`src/rtl/pcd_pkg.sv`:
```
// pcd_pkg: codes and constants shared by the PNG chunk deframer and its checker.
// No dependencies.
package pcd_pkg;

  typedef logic [2:0] phase_t;
  typedef logic [2:0] kind_t;
  typedef logic [2:0] status_t;

  localparam phase_t PH_SIG  = 3'd0;
  localparam phase_t PH_LEN  = 3'd1;
  localparam phase_t PH_TYPE = 3'd2;
  localparam phase_t PH_DATA = 3'd3;
  localparam phase_t PH_CRC  = 3'd4;

  localparam kind_t KIND_SIG  = 3'd0;
  localparam kind_t KIND_LEN  = 3'd1;
  localparam kind_t KIND_TYPE = 3'd2;
  localparam kind_t KIND_DATA = 3'd3;
  localparam kind_t KIND_CRC  = 3'd4;
  localparam kind_t KIND_NONE = 3'd5;

  localparam status_t ST_BUSY      = 3'd0;
  localparam status_t ST_DONE      = 3'd1;
  localparam status_t ST_BAD_SIG   = 3'd2;
  localparam status_t ST_CHUNK_BIG = 3'd3;
  localparam status_t ST_FILE_BIG  = 3'd4;
  localparam status_t ST_TRUNC     = 3'd5;

  // element 0 is the first signature byte
  localparam logic [0:7][7:0] PNG_SIG = {8'h89, 8'h50, 8'h4E, 8'h47,
                                         8'h0D, 8'h0A, 8'h1A, 8'h0A};
  localparam logic [31:0] IEND_WORD = 32'h49454E44;

  localparam logic [30:0] MAX_CHUNK_RST = 31'(4096 * 10 * 2);
  localparam logic [31:0] MAX_FILE_RST  = 32'(4096 * 1024 * 10);

endpackage

```
`src/rtl/png_chunk_deframer.sv`:
```
// png_chunk_deframer: PNG signature check and chunk framing, one byte per transaction.
// Depends on pcd_pkg.
//
//  channel | direction | handshake            | payload
//  in_     | input     | in_valid / in_ready  | in_func, in_data_byte
//  out_    | output    | out_valid/out_ready  | out_out_byte, out_byte_kind, out_status,
//          |           |                      | out_file_length
//  cfg     | APB       | psel/penable/pready  | paddr, pwdata, prdata
//
// One input transaction per cycle while in_ready is high; its result appears in the output register the next cycle.
// All parsing is compares and counter updates on the accepted byte and the parser state.
// in_ready drops only while the output register holds a result that is not taken.
// rst_n is synchronous; it returns the parser to the signature phase and loads the
// default limits.
module png_chunk_deframer #(
  parameter int COUNT_WIDTH = 32
) (
  input  logic        clk,
  input  logic        rst_n,
  input  logic        in_valid,
  output logic        in_ready,
  input  logic        in_func,
  input  logic [7:0]  in_data_byte,
  output logic        out_valid,
  input  logic        out_ready,
  output logic [7:0]  out_out_byte,
  output logic [2:0]  out_byte_kind,
  output logic [2:0]  out_status,
  output logic [31:0] out_file_length,
  input  logic        psel,
  input  logic        penable,
  input  logic        pwrite,
  input  logic [2:0]  paddr,
  input  logic [31:0] pwdata,
  output logic [31:0] prdata,
  output logic        pready
);

  localparam int CMP_W = (COUNT_WIDTH > 32) ? COUNT_WIDTH : 32;

  // configuration
  logic [30:0] max_chunk_r;
  logic [31:0] max_file_r;

  // parser state
  pcd_pkg::phase_t         phase_r, phase_nxt;
  logic [2:0]              fpos_r, fpos_nxt;
  logic                    mism_r, mism_nxt;
  logic [31:0]             clen_r, clen_nxt;
  logic [31:0]             drem_r, drem_nxt;
  logic [31:0]             ctype_r, ctype_nxt;
  logic [COUNT_WIDTH-1:0]  cnt_r, cnt_nxt;

  // output register
  logic                    out_valid_r;
  logic [7:0]              obyte_r, obyte_nxt;
  pcd_pkg::kind_t          okind_r, okind_nxt;
  pcd_pkg::status_t        ostat_r, ostat_nxt;
  logic [31:0]             olen_r, olen_nxt;

  logic                    accept;
  logic                    cfg_wr;
  logic [COUNT_WIDTH-1:0]  cnt_inc;
  logic [CMP_W-1:0]        cnt_wide;
  logic [31:0]             cnt_shown;
  logic                    file_full;
  logic                    restart;
  logic                    mism_now;
  logic [31:0]             clen_shift;
  logic [31:0]             drem_dec;

  assign pready   = 1'b1;
  assign cfg_wr   = psel && penable && pwrite;
  assign prdata   = paddr[2] ? max_file_r : {1'b0, max_chunk_r};

  assign in_ready = !out_valid_r || out_ready;
  assign accept   = in_valid && in_ready;

  assign out_valid       = out_valid_r;
  assign out_out_byte    = obyte_r;
  assign out_byte_kind   = okind_r;
  assign out_status      = ostat_r;
  assign out_file_length = olen_r;

  // byte count with this byte included, saturating
  assign cnt_inc   = (cnt_r != {COUNT_WIDTH{1'b1}}) ? cnt_r + 1'b1 : cnt_r;
  assign cnt_wide  = CMP_W'(cnt_inc);
  assign cnt_shown = (cnt_wide > CMP_W'(32'hFFFF_FFFF)) ? 32'hFFFF_FFFF : cnt_wide[31:0];
  assign file_full = cnt_wide >= CMP_W'(max_file_r);

  assign mism_now   = mism_r || (in_data_byte != pcd_pkg::PNG_SIG[fpos_r]);
  assign clen_shift = {clen_r[23:0], in_data_byte};
  assign drem_dec   = (drem_r != '0) ? drem_r - 1'b1 : drem_r;

  always_comb begin
    phase_nxt = phase_r;
    fpos_nxt  = fpos_r;
    mism_nxt  = mism_r;
    clen_nxt  = clen_r;
    drem_nxt  = drem_r;
    ctype_nxt = ctype_r;
    cnt_nxt   = cnt_r;
    restart   = 1'b0;
    obyte_nxt = in_data_byte;
    okind_nxt = pcd_pkg::KIND_NONE;
    ostat_nxt = pcd_pkg::ST_BUSY;
    olen_nxt  = cnt_shown;

    if (in_func) begin
      obyte_nxt = 8'd0;
      if (phase_r == pcd_pkg::PH_SIG && fpos_r == 3'd0) begin
        olen_nxt = 32'd0;
      end else begin
        olen_nxt  = (CMP_W'(cnt_r) > CMP_W'(32'hFFFF_FFFF)) ? 32'hFFFF_FFFF
                                                             : 32'(cnt_r);
        ostat_nxt = pcd_pkg::ST_TRUNC;
        restart   = 1'b1;
      end
    end else begin
      cnt_nxt = cnt_inc;
      unique case (phase_r)
        pcd_pkg::PH_SIG: begin
          okind_nxt = pcd_pkg::KIND_SIG;
          mism_nxt  = mism_now;
          if (fpos_r == 3'd7) begin
            if (mism_now) begin
              restart   = 1'b1;
              ostat_nxt = pcd_pkg::ST_BAD_SIG;
            end else if (file_full) begin
              restart   = 1'b1;
              ostat_nxt = pcd_pkg::ST_FILE_BIG;
            end else begin
              phase_nxt = pcd_pkg::PH_LEN;
              fpos_nxt  = 3'd0;
              clen_nxt  = 32'd0;
            end
          end else begin
            fpos_nxt = fpos_r + 3'd1;
          end
        end
        pcd_pkg::PH_LEN: begin
          okind_nxt = pcd_pkg::KIND_LEN;
          clen_nxt  = clen_shift;
          if (fpos_r >= 3'd3) begin
            if (clen_shift >= {1'b0, max_chunk_r}) begin
              restart   = 1'b1;
              ostat_nxt = pcd_pkg::ST_CHUNK_BIG;
            end else begin
              phase_nxt = pcd_pkg::PH_TYPE;
              fpos_nxt  = 3'd0;
              ctype_nxt = 32'd0;
            end
          end else begin
            fpos_nxt = fpos_r + 3'd1;
          end
        end
        pcd_pkg::PH_TYPE: begin
          okind_nxt = pcd_pkg::KIND_TYPE;
          ctype_nxt = {ctype_r[23:0], in_data_byte};
          if (fpos_r >= 3'd3) begin
            fpos_nxt  = 3'd0;
            drem_nxt  = clen_r;
            phase_nxt = (clen_r == 32'd0) ? pcd_pkg::PH_CRC : pcd_pkg::PH_DATA;
          end else begin
            fpos_nxt = fpos_r + 3'd1;
          end
        end
        pcd_pkg::PH_DATA: begin
          okind_nxt = pcd_pkg::KIND_DATA;
          drem_nxt  = drem_dec;
          if (drem_dec == 32'd0) begin
            phase_nxt = pcd_pkg::PH_CRC;
            fpos_nxt  = 3'd0;
          end
        end
        default: begin
          // CRC bytes pass unchecked
          okind_nxt = pcd_pkg::KIND_CRC;
          if (fpos_r >= 3'd3) begin
            if (ctype_r == pcd_pkg::IEND_WORD) begin
              restart   = 1'b1;
              ostat_nxt = pcd_pkg::ST_DONE;
            end else if (file_full) begin
              restart   = 1'b1;
              ostat_nxt = pcd_pkg::ST_FILE_BIG;
            end else begin
              phase_nxt = pcd_pkg::PH_LEN;
              fpos_nxt  = 3'd0;
              clen_nxt  = 32'd0;
            end
          end else begin
            fpos_nxt = fpos_r + 3'd1;
          end
        end
      endcase
    end

    if (restart) begin
      phase_nxt = pcd_pkg::PH_SIG;
      fpos_nxt  = 3'd0;
      mism_nxt  = 1'b0;
      clen_nxt  = 32'd0;
      drem_nxt  = 32'd0;
      ctype_nxt = 32'd0;
      cnt_nxt   = '0;
    end
  end

  always_ff @(posedge clk) begin
    if (!rst_n) begin
      max_chunk_r <= pcd_pkg::MAX_CHUNK_RST;
      max_file_r  <= pcd_pkg::MAX_FILE_RST;
      phase_r     <= pcd_pkg::PH_SIG;
      fpos_r      <= 3'd0;
      mism_r      <= 1'b0;
      clen_r      <= 32'd0;
      drem_r      <= 32'd0;
      ctype_r     <= 32'd0;
      cnt_r       <= '0;
      out_valid_r <= 1'b0;
    end else begin
      if (cfg_wr) begin
        if (paddr[2]) begin
          max_file_r <= pwdata;
        end else begin
          max_chunk_r <= pwdata[30:0];
        end
      end
      if (accept) begin
        phase_r <= phase_nxt;
        fpos_r  <= fpos_nxt;
        mism_r  <= mism_nxt;
        clen_r  <= clen_nxt;
        drem_r  <= drem_nxt;
        ctype_r <= ctype_nxt;
        cnt_r   <= cnt_nxt;
      end
      if (accept) begin
        out_valid_r <= 1'b1;
      end else if (out_ready) begin
        out_valid_r <= 1'b0;
      end
    end
  end

  always_ff @(posedge clk) begin
    if (accept) begin
      obyte_r <= obyte_nxt;
      okind_r <= okind_nxt;
      ostat_r <= ostat_nxt;
      olen_r  <= olen_nxt;
    end
  end

endmodule

```
`config.mk`:
```
export PLATFORM = sky130hd
export DESIGN_NAME = png_chunk_deframer
export DESIGN_NICKNAME = d
export VERILOG_FILES = /design/src/rtl/pcd_pkg.sv /design/src/rtl/png_chunk_deframer.sv
export SDC_FILE = /design/constraint.sdc
export NUM_CORES = 1
export LEC_CHECK = 0
export BUFFER_PORTS_ARGS = -buffer_cell sky130_fd_sc_hd__buf_2
export CORE_UTILIZATION = 40
export CTS_CLUSTER_SIZE = 25
export DETAILED_ROUTE_END_ITERATION = 10
export PLACE_DENSITY = 0.65
export SKIP_CTS_REPAIR_TIMING = 1
export SYNTH_ARGS = -nofsm -noshare
export SYNTH_HDL_FRONTEND = slang
export SYNTH_SLANG_ARGS = --single-unit
```
`constraint.sdc`:
```
create_clock -name clk -period 5.3 [get_ports clk]
set_input_delay 1.06 -clock clk [delete_from_list [all_inputs] [get_ports clk]]
set_output_delay 1.06 -clock clk [all_outputs]
set_load 0.01 [all_outputs]
```
==> flow_summary.ini <==
[final_layout]
n_antenna_cell = 0
nFillCells = 3449
syn2layout_area_growth_pct = 16.24
fin_nets = 2056
drive_gt1_frac = 0.1463
fin_util = 0.4769
fin_area_mm2 = 0.01709
final-instance-count-excl-fill = 2416

[yosys]
yosysSeqAreaShare = 0.3650
ys_seq_elements = 245
synth_cell_types = 85
synthArstFlopShare = 0
synth_edf_count = 46
yosysTopAreaCell = dfxtp_1
synth_top_flop_cell = dfxtp_1
synthTopCellsByCount = nand2_1 (381), dfxtp_1 (199), inv_1 (107)
syn_inst = 1845
netlist.area_leader.share = 0.2710
avgSynthCellArea_um2 = 7.966
synth_area_leaders = dfxtp_1 (27%), nand2_1 (9.7%), edfxtp_1 (9.4%)
syn-num-nets = 1968
synth_most_common_cell = nand2_1
yosysWarnings = 0
syn_area_mm2 = 0.01470

[run]
cap_violations = 0

[sta]
hold_slack_ns = 0.4614
finalSetupTns_ns = 0
worst_slack_ns = 0.2864
hold_viol = 0
finClkSkew_ns = 0.01810
fmax_mhz = 199.5
period_share = 0.9460
slew_violations = 0
finalCriticalPeriod_ns = 5.014
tightest_slew_ns = 1.022
slew_headroom = 0.3183
finalSetupViolCount = 0

[power]
total_power_mw = 4.744
ir_worst_vdd_mv = 0.2171
cellPowerDensity_mw_per_mm2 = 277.6
leakage_nw = 6.404

[floorplan]
die_w_um = 193.7
fp.dieH_um = 193.7
ioPinCount = 132
dieArea_mm2 = 0.03752
core-area_mm2 = 0.03583
initial_core_util = 0.4102
core.rowCount = 69

[drt]
dr.pass1.iters = 5
viasPerCell = 5.612
drt_wl_total_um = 43770
vias = 13560
drt_iter0_markers = 1152
drtAntennaViolNets = 0
drcViolationCount = 0
wl_per_cell_um = 18.12

[cts]
cts.sinks = 245
cts_tree = yes
insertion_delay_ns = 0.56
path_clk_slew_ns = 0.06
htreeDepth = 1
cts_made_buffers = 29
clock_path_buffers = 3
root_buffer = clkbuf_16

[setup_path]
arrival_ns = 5.49
crit_path_frequent_cell = buf_4
crit_slowest_cell = or4_1
path_cells = and4_1 -> and4_2 -> and4_2 -> or3_1 -> nor2_1 -> nand3_1 -> xnor2_2 -> ha_1 -> nand4_1 -> nor3_1 -> a221oi_1 -> o211ai_1 -> buf_4 -> nor4_2 -> o21bai_2 -> buf_4 -> buf_4 -> or4_1 -> a21boi_0
crit_required_ns = 5.78
critical_path_class = reg -> reg
crit_fanout = 17
critPathMaxStageDelay_ns = 0.52
start_kind = flip-flop
end_kind = flip-flop
critical-path-top-delay-family = simple AND/OR/NAND/NOR gates
path_buf_inv = 3

[placed_design]
numPortBuffers = 128
pre_cts_ws_ns = 0.01325
dp.cells = 2359
gp_congestion = 0.9190
dp_hpwl_um = 31080
placed_cell_area_mm2 = 0.01589

[global_route]
grt_max_degree = 96
grtUsageTotal = 0.2288
grt_pass1_vias = 12560
grt-ovfl-total = 0
grt_pass1_wl_um = 70030
antenna_found_initial = 1

[status]
status = finished, final reports clean

[worst_hold_path]
hp-class = reg -> reg
## worst min-delay path: cells and delay by family, from the launching register on
kind	cells	cell delay, ns
flops	1	0.30
compound gates	1	0.06
simple gates	1	0.05
## final cells by class
class / instances / area, µm² / area share
clock buffers: 40 / 837.1 / 0.04899
inverters: 107 / 401.6 / 0.02351
repair buffers: 180 / 1087 / 0.06364
multi-input cells: 1370 / 8593 / 0.5030
clock inverters: 13 / 222.7 / 0.01304
well taps: 461 / 576.8 / 0.03376
flip-flops and latches: 245 / 5366 / 0.3141
## kinds of logic (layout without fill, tap and decap cells)
family	count (synthesis)	after routing	synth area share
AND/OR/NAND/NOR	756	756	0.2461
buffers and inverters	230	340	0.06197
flip-flops	245	245	0.3650
multiplexers	46	46	0.03141
XOR/XNOR	48	48	0.02860
AO/OA/AOI/OAI	447	447	0.2053
adder cells (fa/ha/maj)	72	72	0.06129
other	1	1	0.0002551
## power breakdown
group / total [mW] / switching [mW] / internal (mW)
combinational: 0.576 / 0.374 / 0.202
sequential: 1.96 / 0.0271 / 1.94
clock: 2.20 / 0.815 / 1.39
## sequential cells by signal, summed over array words and instances, names as in the netlist
register	flops
clen_r	32
cnt_r	32
ctype_r	32
drem_r	32
max_file_r	32
out_file_length	32
max_chunk_r	31
out_out_byte	8
fpos_r	3
out_byte_kind	3
out_status	3
phase_r	3
mism_r	1
out_valid	1
## final timing paths
path	from	end	slack [ns]	cells after the start
hold / removal	ctype_r[27]	ctype_r[27]	0.46	2
setup reg to reg	cnt_r[15]	ctype_r[9]	0.29	19
hold reg to reg	ctype_r[27]	ctype_r[27]	0.46	2
setup / recovery	cnt_r[15]	ctype_r[9]	0.29	19
## layer usage
| layer | wire (µm) | GRT usage | vias to the layer above | part of all wire |
|---|---|---|---|---|
| li1 | - | - | 6634 | - |
| met3 | 2381 | 0.02487 | 65 | 0.054 |
| met4 | 945 | 0.05541 | 0 | 0.022 |
| met2 | 19550 | 0.3553 | 441 | 0.45 |
| met5 | 0 | 0 | - | 0 |
| met1 | 20900 | 0.3370 | 6419 | 0.48 |
## layout by cell type, fill, tap and decap left out, drive strengths merged, types with 11 or more instances in the layout
cell,synthesis,routed
ha,72,72
nor2,99,99
nor4,36,36
nand4,27,27
o2111ai,19,19
dfxtp,199,199
clkbuf,101,40
mux2i,45,45
o22ai,11,11
edfxtp,46,46
and2,24,24
a21oi,91,91
xnor2,27,27
nor3,36,36
nand3,27,27
or4,11,11
o31ai,25,25
a211oi,13,13
o21ai,96,96
o211ai,14,14
xor2,21,21
nor2b,49,49
nand2,381,381
inv,107,107
a21boi,97,97
buf,22,180
No activity file was read; power rests on OpenSTA's default activity.
